--- src/sr_swm_pkg.sv ---
// ----------------------------------------------------------------------------
// sr_swm_pkg
// Shared types and constants of the selective-repeat send window manager.
// ----------------------------------------------------------------------------
package sr_swm_pkg;

    localparam int MAX_SEQ = 64;
    localparam int SEQ_W   = $clog2(MAX_SEQ);
    localparam int SCNT_W  = SEQ_W + 1;
    localparam int CFG_W   = 16;
    localparam int IDX_W   = 16;
    localparam int IDLE_W  = 8;
    localparam int ACKB_W  = 8;

    localparam logic [SCNT_W-1:0] SEQ_MIN = SCNT_W'(2);
    localparam logic [SCNT_W-1:0] SEQ_MAX = SCNT_W'(MAX_SEQ);

    localparam logic [6:0]  RST_SEQ_COUNT     = 7'd20;
    localparam logic [5:0]  RST_WINDOW_SIZE   = 6'd5;
    localparam logic [15:0] RST_TOTAL_PACKETS = 16'd32;
    localparam logic [7:0]  RST_TIMEOUT_LIMIT = 8'd20;

    typedef enum logic [1:0] {
        CFG_SEQ_COUNT     = 2'd0,
        CFG_WINDOW_SIZE   = 2'd1,
        CFG_TOTAL_PACKETS = 2'd2,
        CFG_TIMEOUT_LIMIT = 2'd3
    } t_cfg_idx;

    typedef enum logic [1:0] {
        OP_SEND = 2'd0,
        OP_ACK  = 2'd1,
        OP_IDLE = 2'd2,
        OP_NOP  = 2'd3
    } t_opcode;

    typedef enum logic [2:0] {
        ST_IDLE,
        ST_NORM,
        ST_EXEC,
        ST_SLIDE,
        ST_DONE
    } t_state;

    typedef struct packed {
        logic load;
        logic norm;
        logic exec;
        logic slide;
        logic emit;
    } t_cmd;

    typedef struct packed {
        logic need_norm;
        logic is_ack;
        logic can_slide;
        logic out_free;
    } t_status;

endpackage

--- src/sr_swm_ctrl.sv ---
// ----------------------------------------------------------------------------
// sr_swm_ctrl
// Sequencer: accepts a request, normalizes the window pointers, executes the
// opcode, slides the base one slot per cycle and hands the result over.
// ----------------------------------------------------------------------------
module sr_swm_ctrl (
    input  logic                i_clk,
    input  logic                i_rst_n,
    input  logic                i_in_valid,
    output logic                o_in_ready,
    input  sr_swm_pkg::t_status i_status,
    output sr_swm_pkg::t_cmd    o_cmd
);
    import sr_swm_pkg::*;

    t_state r_state;
    t_state n_state;

    always_ff @(posedge i_clk) begin
        if (!i_rst_n) begin
            r_state <= ST_IDLE;
        end else begin
            r_state <= n_state;
        end
    end

    always_comb begin
        n_state    = r_state;
        o_cmd      = '0;
        o_in_ready = 1'b0;
        case (r_state)
            ST_IDLE: begin
                o_in_ready = 1'b1;
                if (i_in_valid) begin
                    o_cmd.load = 1'b1;
                    n_state    = ST_NORM;
                end
            end
            ST_NORM: begin
                // Pointers left over from a larger sequence count are
                // reduced one subtraction per cycle.
                if (i_status.need_norm) begin
                    o_cmd.norm = 1'b1;
                end else begin
                    n_state = ST_EXEC;
                end
            end
            ST_EXEC: begin
                o_cmd.exec = 1'b1;
                n_state    = i_status.is_ack ? ST_SLIDE : ST_DONE;
            end
            ST_SLIDE: begin
                if (i_status.can_slide) begin
                    o_cmd.slide = 1'b1;
                end else begin
                    n_state = ST_DONE;
                end
            end
            ST_DONE: begin
                if (i_status.out_free) begin
                    o_cmd.emit = 1'b1;
                    n_state    = ST_IDLE;
                end
            end
            default: begin
                n_state = ST_IDLE;
            end
        endcase
    end

endmodule

--- src/sr_swm_dp.sv ---
// ----------------------------------------------------------------------------
// sr_swm_dp
// Datapath: configuration registers, window pointers, acknowledge marks,
// counters and the output register.
// ----------------------------------------------------------------------------
module sr_swm_dp (
    input  logic                         i_clk,
    input  logic                         i_rst_n,
    input  logic                         i_cfg_we,
    input  logic [1:0]                   i_cfg_index,
    input  logic [sr_swm_pkg::CFG_W-1:0] i_cfg_data,
    input  logic [1:0]                   i_opcode,
    input  logic [7:0]                   i_ack_byte,
    input  sr_swm_pkg::t_cmd             i_cmd,
    output sr_swm_pkg::t_status          o_status,
    output logic                         o_out_valid,
    input  logic                         i_out_ready,
    output logic                         o_send_ok,
    output logic [5:0]                   o_send_seq,
    output logic [15:0]                  o_send_index,
    output logic                         o_ack_taken,
    output logic [5:0]                   o_window_base,
    output logic [15:0]                  o_acked_total,
    output logic                         o_timeout_fired,
    output logic                         o_all_done
);
    import sr_swm_pkg::*;

    // Configuration.
    logic [6:0]  r_seq_count;
    logic [5:0]  r_window_size;
    logic [15:0] r_total_packets;
    logic [7:0]  r_timeout_limit;

    // Window state.
    logic [MAX_SEQ-1:0] r_marks;
    logic [SEQ_W-1:0]   r_base;
    logic [SEQ_W-1:0]   r_next;
    logic [IDX_W-1:0]   r_next_index;
    logic [IDX_W-1:0]   r_acked;
    logic [IDLE_W-1:0]  r_idle;

    // Current request and its per-item flags.
    t_opcode            r_op;
    logic [ACKB_W-1:0]  r_ack_byte;
    logic               r_send_ok;
    logic [SEQ_W-1:0]   r_send_seq;
    logic [IDX_W-1:0]   r_send_index;
    logic               r_ack_taken;
    logic               r_fired;

    // Output register.
    logic               r_out_valid;
    logic               r_o_send_ok;
    logic [SEQ_W-1:0]   r_o_send_seq;
    logic [IDX_W-1:0]   r_o_send_index;
    logic               r_o_ack_taken;
    logic [SEQ_W-1:0]   r_o_window_base;
    logic [IDX_W-1:0]   r_o_acked_total;
    logic               r_o_fired;
    logic               r_o_all_done;

    logic [SCNT_W-1:0]  s_eff;
    logic [SEQ_W-1:0]   half;
    logic [SEQ_W-1:0]   w_eff;
    logic               base_hi;
    logic               next_hi;
    logic [SCNT_W-1:0]  dist_nb;
    logic [SCNT_W-1:0]  dist_ib;
    logic [ACKB_W-1:0]  ack_idx;
    logic               idx_ok;
    logic               grant;
    logic               ack_hit;
    logic [SEQ_W-1:0]   next_inc;
    logic [SEQ_W-1:0]   base_inc;
    logic [IDLE_W:0]    idle_inc;

    always_comb begin
        if (r_seq_count < SEQ_MIN) begin
            s_eff = SEQ_MIN;
        end else if (r_seq_count > SEQ_MAX) begin
            s_eff = SEQ_MAX;
        end else begin
            s_eff = r_seq_count;
        end
        half  = s_eff[SCNT_W-1:1];
        w_eff = (r_window_size == '0) ? SEQ_W'(1) : r_window_size;
        if (w_eff > half) begin
            w_eff = half;
        end
    end

    assign base_hi = {1'b0, r_base} >= s_eff;
    assign next_hi = {1'b0, r_next} >= s_eff;

    // Modular distances; both operands are below s_eff once normalized.
    assign dist_nb = (r_next >= r_base) ? SCNT_W'(r_next - r_base)
                                        : {1'b0, r_next} + s_eff - {1'b0, r_base};
    assign ack_idx = r_ack_byte - 8'd1;
    assign idx_ok  = ack_idx < {1'b0, s_eff};
    assign dist_ib = (ack_idx[SEQ_W-1:0] >= r_base)
                   ? SCNT_W'(ack_idx[SEQ_W-1:0] - r_base)
                   : {1'b0, ack_idx[SEQ_W-1:0]} + s_eff - {1'b0, r_base};

    assign grant   = (dist_nb < {1'b0, w_eff}) && !r_marks[r_next]
                   && (r_next_index < r_total_packets);
    assign ack_hit = idx_ok && (dist_ib < dist_nb);

    assign next_inc = ({1'b0, r_next} + SCNT_W'(1) == s_eff) ? '0 : r_next + SEQ_W'(1);
    assign base_inc = ({1'b0, r_base} + SCNT_W'(1) == s_eff) ? '0 : r_base + SEQ_W'(1);
    assign idle_inc = {1'b0, r_idle} + (IDLE_W+1)'(1);

    always_comb begin
        o_status.need_norm = base_hi || next_hi;
        o_status.is_ack    = (r_op == OP_ACK);
        o_status.can_slide = (r_base != r_next) && r_marks[r_base];
        o_status.out_free  = !r_out_valid || i_out_ready;
    end

    always_ff @(posedge i_clk) begin
        if (!i_rst_n) begin
            r_seq_count     <= RST_SEQ_COUNT;
            r_window_size   <= RST_WINDOW_SIZE;
            r_total_packets <= RST_TOTAL_PACKETS;
            r_timeout_limit <= RST_TIMEOUT_LIMIT;
        end else if (i_cfg_we) begin
            case (t_cfg_idx'(i_cfg_index))
                CFG_SEQ_COUNT:     r_seq_count     <= i_cfg_data[6:0];
                CFG_WINDOW_SIZE:   r_window_size   <= i_cfg_data[5:0];
                CFG_TOTAL_PACKETS: r_total_packets <= i_cfg_data[15:0];
                CFG_TIMEOUT_LIMIT: r_timeout_limit <= i_cfg_data[7:0];
                default: ;
            endcase
        end
    end

    always_ff @(posedge i_clk) begin
        if (!i_rst_n) begin
            r_marks      <= '0;
            r_base       <= '0;
            r_next       <= '0;
            r_next_index <= '0;
            r_acked      <= '0;
            r_idle       <= '0;
        end else if (i_cmd.norm) begin
            if (base_hi) begin
                r_base <= SEQ_W'({1'b0, r_base} - s_eff);
            end
            if (next_hi) begin
                r_next <= SEQ_W'({1'b0, r_next} - s_eff);
            end
        end else if (i_cmd.exec) begin
            case (r_op)
                OP_SEND: begin
                    if (grant) begin
                        r_next       <= next_inc;
                        r_next_index <= r_next_index + IDX_W'(1);
                    end
                end
                OP_ACK: begin
                    if (ack_hit) begin
                        r_marks[ack_idx[SEQ_W-1:0]] <= 1'b1;
                    end
                end
                OP_IDLE: begin
                    if (idle_inc > {1'b0, r_timeout_limit}) begin
                        r_next_index <= r_next_index - IDX_W'(dist_nb);
                        r_next       <= r_base;
                        r_idle       <= '0;
                    end else begin
                        r_idle <= idle_inc[IDLE_W-1:0];
                    end
                end
                default: ;
            endcase
        end else if (i_cmd.slide) begin
            r_marks[r_base] <= 1'b0;
            r_base          <= base_inc;
            r_idle          <= '0;
            if (r_acked != '1) begin
                r_acked <= r_acked + IDX_W'(1);
            end
        end
    end

    always_ff @(posedge i_clk) begin
        if (i_cmd.load) begin
            r_op       <= t_opcode'(i_opcode);
            r_ack_byte <= i_ack_byte;
        end
        if (i_cmd.exec) begin
            r_send_ok    <= (r_op == OP_SEND) && grant;
            r_send_seq   <= ((r_op == OP_SEND) && grant) ? r_next : '0;
            r_send_index <= ((r_op == OP_SEND) && grant) ? r_next_index : '0;
            r_ack_taken  <= (r_op == OP_ACK) && ack_hit;
            r_fired      <= (r_op == OP_IDLE) && (idle_inc > {1'b0, r_timeout_limit});
        end
    end

    always_ff @(posedge i_clk) begin
        if (!i_rst_n) begin
            r_out_valid <= 1'b0;
        end else if (i_cmd.emit) begin
            r_out_valid <= 1'b1;
        end else if (i_out_ready) begin
            r_out_valid <= 1'b0;
        end
    end

    always_ff @(posedge i_clk) begin
        if (i_cmd.emit) begin
            r_o_send_ok     <= r_send_ok;
            r_o_send_seq    <= r_send_seq;
            r_o_send_index  <= r_send_index;
            r_o_ack_taken   <= r_ack_taken;
            r_o_window_base <= r_base;
            r_o_acked_total <= r_acked;
            r_o_fired       <= r_fired;
            r_o_all_done    <= (r_acked == r_total_packets);
        end
    end

    assign o_out_valid     = r_out_valid;
    assign o_send_ok       = r_o_send_ok;
    assign o_send_seq      = r_o_send_seq;
    assign o_send_index    = r_o_send_index;
    assign o_ack_taken     = r_o_ack_taken;
    assign o_window_base   = r_o_window_base;
    assign o_acked_total   = r_o_acked_total;
    assign o_timeout_fired = r_o_fired;
    assign o_all_done      = r_o_all_done;

endmodule

--- src/sr_send_window_manager.sv ---
// ----------------------------------------------------------------------------
// sr_send_window_manager
// Sender side of a selective-repeat sliding window.
// ----------------------------------------------------------------------------
// Usage: each request on the input channel (i_in_valid / o_in_ready) carries
// an opcode (send try, ack arrival, idle tick) and an ack byte. Exactly one
// result per request leaves on the output channel (o_out_valid / i_out_ready).
// Configuration registers are written through i_cfg_we / i_cfg_index /
// i_cfg_data while no request is in flight.
// Sequence: a send try or idle tick passes through the normalize, execute and
// done states after it is accepted; an ack also passes through the slide
// state, where the base moves over each acknowledged slot in turn (up to the
// window size). After a sequence count change, both pointers are reduced
// together by one subtraction of the count per cycle until both lie below it.
// Throughput: one request at a time; the next request is accepted in the
// cycle after the result is loaded into the output register.
// A result waiting in the output register does not block acceptance; only
// when a finished result finds the output register still full does the
// block hold it until the receiver takes the pending one.
// Reset (synchronous, active low) clears all marks, pointers and counters and
// loads the default configuration.
// ----------------------------------------------------------------------------
module sr_send_window_manager (
    input  logic        i_clk,
    input  logic        i_rst_n,
    input  logic        i_cfg_we,
    input  logic [1:0]  i_cfg_index,
    input  logic [15:0] i_cfg_data,
    input  logic        i_in_valid,
    output logic        o_in_ready,
    input  logic [1:0]  i_opcode,
    input  logic [7:0]  i_ack_byte,
    output logic        o_out_valid,
    input  logic        i_out_ready,
    output logic        o_send_ok,
    output logic [5:0]  o_send_seq,
    output logic [15:0] o_send_index,
    output logic        o_ack_taken,
    output logic [5:0]  o_window_base,
    output logic [15:0] o_acked_total,
    output logic        o_timeout_fired,
    output logic        o_all_done
);
    import sr_swm_pkg::*;

    t_cmd    cmd;
    t_status status;

    sr_swm_ctrl u_ctrl (
        .i_clk      (i_clk),
        .i_rst_n    (i_rst_n),
        .i_in_valid (i_in_valid),
        .o_in_ready (o_in_ready),
        .i_status   (status),
        .o_cmd      (cmd)
    );

    sr_swm_dp u_dp (
        .i_clk           (i_clk),
        .i_rst_n         (i_rst_n),
        .i_cfg_we        (i_cfg_we),
        .i_cfg_index     (i_cfg_index),
        .i_cfg_data      (i_cfg_data),
        .i_opcode        (i_opcode),
        .i_ack_byte      (i_ack_byte),
        .i_cmd           (cmd),
        .o_status        (status),
        .o_out_valid     (o_out_valid),
        .i_out_ready     (i_out_ready),
        .o_send_ok       (o_send_ok),
        .o_send_seq      (o_send_seq),
        .o_send_index    (o_send_index),
        .o_ack_taken     (o_ack_taken),
        .o_window_base   (o_window_base),
        .o_acked_total   (o_acked_total),
        .o_timeout_fired (o_timeout_fired),
        .o_all_done      (o_all_done)
    );

endmodule

--- config.mk ---
export PLATFORM = sky130hd
export DESIGN_NAME = sr_send_window_manager
export DESIGN_NICKNAME = d
export VERILOG_FILES = /design/src/sr_swm_pkg.sv /design/src/sr_swm_ctrl.sv /design/src/sr_swm_dp.sv /design/src/sr_send_window_manager.sv
export SDC_FILE = /design/constraint.sdc
export NUM_CORES = 1
export LEC_CHECK = 0
export BUFFER_PORTS_ARGS = -buffer_cell sky130_fd_sc_hd__buf_2
export CORE_MARGIN = 8
export CORE_UTILIZATION = 62
export DETAILED_ROUTE_END_ITERATION = 7
export PLACE_DENSITY = 0.79
export SYNTH_ARGS = -nofsm -noshare
export SYNTH_HDL_FRONTEND = slang
export SYNTH_SLANG_ARGS = --single-unit
--- constraint.sdc ---
create_clock -name i_clk -period 7 [get_ports i_clk]
set_input_delay 1.4 -clock i_clk [delete_from_list [all_inputs] [get_ports i_clk]]
set_output_delay 1.4 -clock i_clk [all_outputs]
set_load 0.03 [all_outputs]
# After elaboration in Yosys (flattened, before gate mapping)
# Index checks and enable logic that the tools add are counted.
dict set report classes {
  add_sub_neg 17
  reduce_logical 34
  n_lt_le_gt_ge 17
  bitwise 5
  n_eq_ne 28
  mux 55
}
# operator n
set op_table {}
lappend op_table {{$mux 64} 4}
lappend op_table {{$mux 6} 13}
lappend op_table {{$and 64x64->64} 1}
lappend op_table {{$not 64->64} 1}
lappend op_table {{$or 64x64->64} 1}
lappend op_table {{$add 16x1->16 const B} 2}
lappend op_table {{$mux 16} 2}
lappend op_table {{$mux 8} 4}
lappend op_table {{$pmux 16 s2} 1}
lappend op_table {{$mux 7} 4}
lappend op_table {{$lt 6x7->1 const B} 3}
lappend op_table {{$eq 16x16->1} 1}
lappend op_table {{$lt 16x16->1} 1}
lappend op_table {{$mux 1} 16}
lappend op_table {{$ne 16x16->1 const B} 1}
lappend op_table {{$sub 16x7->16} 1}
lappend op_table {{$mux 3} 5}
lappend op_table {{$pmux 3 s5} 1}
lappend op_table {{$add 6x1->7 const B} 2}
lappend op_table {{$add 6x7->7} 2}
lappend op_table {{$eq 7x7->1} 2}
lappend op_table {{$ge 6x7->1} 2}
lappend op_table {{$ne 2x1->1 const B} 7}
lappend op_table {{$sub 6x6->7} 2}
lappend op_table {{39 further kinds} 77}
dict set report totals {
  inputBits 33
  output_inout_bits 50
  elab_cells 183
  reg_bits 240
}

# Depth between registers and ports, before layout
dict set report depth {
  word_depth 13
  mapped_depth 24
  ltp_nobuf 21
}

# Modules after synthesis
# A second synthesis with hierarchy kept.
dict set report hier_totals {
  hier_cells 1550
  hier_area_um2 14681.6
}
# mod cells_per_inst instances area_per_inst_um2 seq_area_each_um2
set by_module_without_submodules {}
lappend by_module_without_submodules {sr_swm_dp 1527 1 14472.6 5575.3}
lappend by_module_without_submodules {sr_swm_ctrl 23 1 209.0 60.1}

# Worst setup path before layout
# No wires, ideal clock.
dict set report synth_path {
  path_type {flip-flop to flip-flop}
  from {register u_dp.r_seq_count[2]}
  to {register u_dp.r_next_index[15]}
  arrival_ns 4.896
  path_slack_ns 1.989
  path_stages_with_launch 21
  t_required_ns 6.885
  path_cell_list {dfxtp_1 -> nor4_1 -> o21ai_1 -> inv_1 -> fa_1 -> ha_1 -> nor2b_1 -> o31a_1 -> or4_1 -> o311a_1 -> a32oi_2 -> and2_1 -> ha_1 -> and3_1 -> a21oi_1 -> a31oi_1 -> a41oi_1 -> a21oi_1 -> xnor2_1 -> and3_1 -> o21a_1}
}
dict set report synth_between {
  elab_chain_cells 11
  word_cells_on_any_way 23
  classes_between {add/sub (3); order compare (6); eq/ne (1); mux (8); bitwise (1); reduce/logical (4)}
}
# element line
set synth_lines {}
lappend synth_lines {{from (decl)} sr_swm_dp.sv:30} ;# logic [6:0] r_seq_count;
lappend synth_lines {{from (signal assigned)} sr_swm_dp.sv:128} ;# CFG_SEQ_COUNT: r_seq_count <= i_cfg_data[6:0];
lappend synth_lines {{$gt 7x7->1} sr_swm_dp.sv:81} ;# end else if (r_seq_count > SEQ_MAX) begin
lappend synth_lines {{$mux 7} sr_swm_dp.sv:81}
lappend synth_lines {{$mux 7 (*)} sr_swm_dp.sv:79} ;# if (r_seq_count < SEQ_MIN) begin
lappend synth_lines {{parallel branches: the longest is 8 deep, another holds $sub 16x7->16} --}
lappend synth_lines {{to (signal assigned)} sr_swm_dp.sv:157} ;# r_next_index <= r_next_index + IDX_W'(1);
lappend synth_lines {{to (signal assigned)} sr_swm_dp.sv:167} ;# r_next_index <= r_next_index - IDX_W'(dist_nb);
lappend synth_lines {{to (decl)} sr_swm_dp.sv:39} ;# logic [IDX_W-1:0] r_next_index;
# Every way passes the cells marked *. The select of a mux whose other input is x is not followed.
# A chain may end at the register's enable or synchronous reset.

# Worst setup path in the final report
# Same ends and word-level chain as after synthesis.

==> summary.txt <==
Detailed routing
  – Highest metal used: met4
  – DRC violation total after the first TritonRoute iteration: 1290
  – ANT nets after route: 0
  – Detail Route met3 WL: 4370 um
  – Met1 WL: 17600 um
  – Drt pass-1 iters: 5
  – Final WL: 41500 um
  – Vias/cell: 6.47
  – WL/cell: 20.9 um
  – Via count: 12869
  – Met2 routed WL: 18200 um
  – DRC viols: 0

CTS
  – Inserted Clock Buffers: 25
  – Resize count post-CTS: 0
  – CTS root buffer: clkbuf_16
  – Clock tree sinks: 240
  – CTS Buffer Depth: 3
  – Clk_lat worst skew: 540 ps
  – CTS HTree Levels: 1
  – CTS tree: done
  – Clk slew on worst S/H paths: 60 ps
  – Hold buffers post-CTS: 0
  – Postcts setup bufs: 0

Synth
  – Ys Warns: 0
  – Post-Syn Nets: 1761
  – Ys flop type: dfxtp_1
  – Mapped Cells: 1604
  – Async S/R FF share, synth: 0%
  – Register area share after synthesis: 37.2%
  – FF+latch count, synth: 240
  – EDFF count, synth: 83
  – Syn Std Cell Area: 15200 um^2
  – Synthesized area per cell: 9.45 um^2
  – Synth unique cells: 90

Critical path
  – Worst EP arrival: 6520 ps
  – Crit Path Max Fanout: 6
  – Reg2Reg Depth: 20
  – CP Launch Type: flip-flop
  – Worst-path cell chain: nor2b_1 -> inv_1 -> fa_1 -> inv_1 -> ha_1 -> nor2b_1 -> o31a_1 -> or4_1 -> o311a_1 -> a32oi_2 -> and2_1 -> ha_1 -> and3_1 -> a21oi_1 -> a31oi_1 -> a41oi_1 -> a21oi_1 -> xnor2_1 -> and3_1 -> o21a_1
  – Kind of critical path: reg2reg
  – Max incr delay on CP: 670 ps
  – Setup crit end kind: flip-flop
  – CP max stage cell: nor2b_1
  – Data required, critical path: 7420 ps

Pwr
  – Worst IR Drop VDD: 0.169 mV
  – Total leakage power: 6.12 nW
  – Power density cells: 200 nW/um^2
  – Power, Total: 3.30 mW

Timing
  – Min Tclk post-route: 6100 ps
  – Tightest Pin Transition: 1160 ps
  – Final period util: 87.1%
  – Slew Limit Fails: 0
  – Fin Setup TNS: 0 ps
  – RSZ-0062 raised after global routing: no
  – Setup slack after layout: 901 ps
  – Fmax: 164 MHz
  – Layout Skew: 20.8 ps
  – Slew margin rel.: 22.3%
  – Final setup viols: 0
  – Final hold violations: 0
  – Minimum hold slack: 418 ps

Final layout
  – Area delta synth->final: 8.82%
  – Commonest non-fill, non-tap cell in the layout: dfxtp_1
  – Fill cells: 1846
  – Share of post-route cells with drive strength above 1: 11.3%
  – Nets: 1803
  – N_diodes: 0
  – Commonest cells after routing, fill and taps aside: dfxtp_1, nor2_1, nand2_1

Flow run
  – Max Cap Viol: 0

Global route
  – Vias in the first global route: 12103
  – Remaining Overflow, GRT: 0
  – Initial antenna violation count: 1
  – First-pass GRT wire length: 65300 um
  – Total Routing Usage GR: 27.7%
  – Largest net degree at the start of global routing: 88

Placement
  – Routability Congestion: 0.973
  – Dpl ws: 1020 ps
  – Port buffer count: 82
  – DP Wirelength: 29600 um

Hold path
  – Hold path cells: 0
  – HP Class: reg2reg

Die
  – Core area: 24200 um^2
  – Initial core utilization: 62.7%
  – Ports: 83
  – Die H: 172 um
  – Die X: 172 um
  – Row count: 57
  – Die area: 29700 um^2

Status
  – Status: completed
[layout make-up]
cell class	count	area, um^2	area share [%]
Clock inverter	8	103	0.622
Timing Repair Buffer	99	538	3.26
Clock buffer	38	694	4.21
Multi-Input combinational cell	1187	8770	53.2
Inverter	93	352	2.13
Sequential cell	240	5640	34.2
Tap cell	324	405	2.46
[routing by layer]
metal | vias to the layer above | global-route usage, %
li1 | 5991 | -
met1 | 6090 | 38.3
met2 | 671 | 42.0
met3 | 117 | 6.51
met4 | 0 | 9.56
met5 | - | 0
[kinds of logic after synthesis]
family | after synthesis | synth area share (%)
DFF | 240 | 37.2
muxes | 77 | 7.75
adders and majority gates | 125 | 11.1
AOI/OAI and AO/OA | 390 | 17.0
and+or+nand+nor | 511 | 17.0
buffers and inverters | 177 | 5.05
xor gates and xnor gates | 84 | 4.85
[power by group]
| part | switching, mW | leakage, nW | internal, mW |
|---|---|---|---|
| sequential | 0.0209 | 2.03 | 1.47 |
| combinational | 0.324 | 3.71 | 0.169 |
| clock | 0.553 | 0.386 | 0.761 |
[through the flow]
stage	area (um^2)	utilization [%]	instances
floorplan	15200	-	1604
global placement	15700	64.9	1943
detailed placement	15700	64.9	1943
CTS	16500	68.2	1989
global route	16500	68.2	1989
finish	16500	68.2	1989
[synth_stat cells (5+ instances only)]
master / n / area (um^2)
a211oi_1: 9 / 67.6
nor4_1: 5 / 31.3
nand4_1: 13 / 81.3
a21oi_1: 86 / 430
a21o_1: 13 / 97.6
or4_1: 36 / 270
buf_1: 5 / 18.8
a22oi_1: 6 / 45.0
o221ai_1: 5 / 43.8
and4_1: 8 / 70.1
o21ai_0: 93 / 465
o21ai_1: 13 / 65.1
xnor2_1: 65 / 569
o31ai_1: 6 / 45.0
clkbuf_1: 55 / 206
and3_1: 15 / 93.8
inv_1: 88 / 330
fa_1: 17 / 340
o22ai_1: 9 / 56.3
nand3b_1: 7 / 52.6
nor2b_1: 16 / 100
nand2b_1: 20 / 125
mux4_2: 15 / 338
buf_2: 14 / 70.1
or2_2: 10 / 62.6
or3_1: 7 / 43.8
ha_1: 107 / 1340
nor2_1: 132 / 495
edfxtp_1: 83 / 2490
nor3_1: 23 / 115
mux4_1: 13 / 342
xor2_1: 19 / 166
nand3_1: 70 / 350
dfxtp_1: 157 / 3140
mux2i_1: 45 / 450
nand2_1: 117 / 439
o21a_1: 14 / 105
and2_1: 22 / 138
o31a_1: 8 / 70.1
o211ai_1: 72 / 541
[registers in the layout (all words and copies together), names as in the netlist, 7 cells and up]
register / flops
u_dp.r_total_packets: 16
u_dp.o_send_index: 16
u_dp.r_acked: 16
u_dp.r_idle: 8
u_dp.o_acked_total: 16
u_dp.r_ack_byte: 8
u_dp.r_marks: 64
u_dp.r_timeout_limit: 8
u_dp.r_send_index: 16
u_dp.r_seq_count: 7
u_dp.r_next_index: 16
[critical path, delay by kind of cell, from the launching register on]
kind	cells	cell delay, ps
AOI/OAI and AO/OA	8	1750
xor gates and xnor gates	1	170
adders and majority gates	3	1210
buffers and inverters	2	430
DFF	1	470
and+or+nand+nor	6	1950
[path summary, 6_finish.rpt]
check / slack (ps) / from / endpoint
worst max-delay path: 900 / u_dp.r_seq_count[2]$_SDFFE_PN1P_ / u_dp.r_next_index[15]$_SDFFE_PN0P_
worst min-delay path: 420 / u_dp.r_send_index[6]$_SDFFCE_PN0P_ / u_dp.o_send_index[6]$_DFFE_PP_
worst max register to register: 900 / u_dp.r_seq_count[2]$_SDFFE_PN1P_ / u_dp.r_next_index[15]$_SDFFE_PN0P_
worst min register to register: 420 / u_dp.r_send_index[6]$_SDFFCE_PN0P_ / u_dp.o_send_index[6]$_DFFE_PP_
Note: power is estimated with default switching activity, not from simulation.
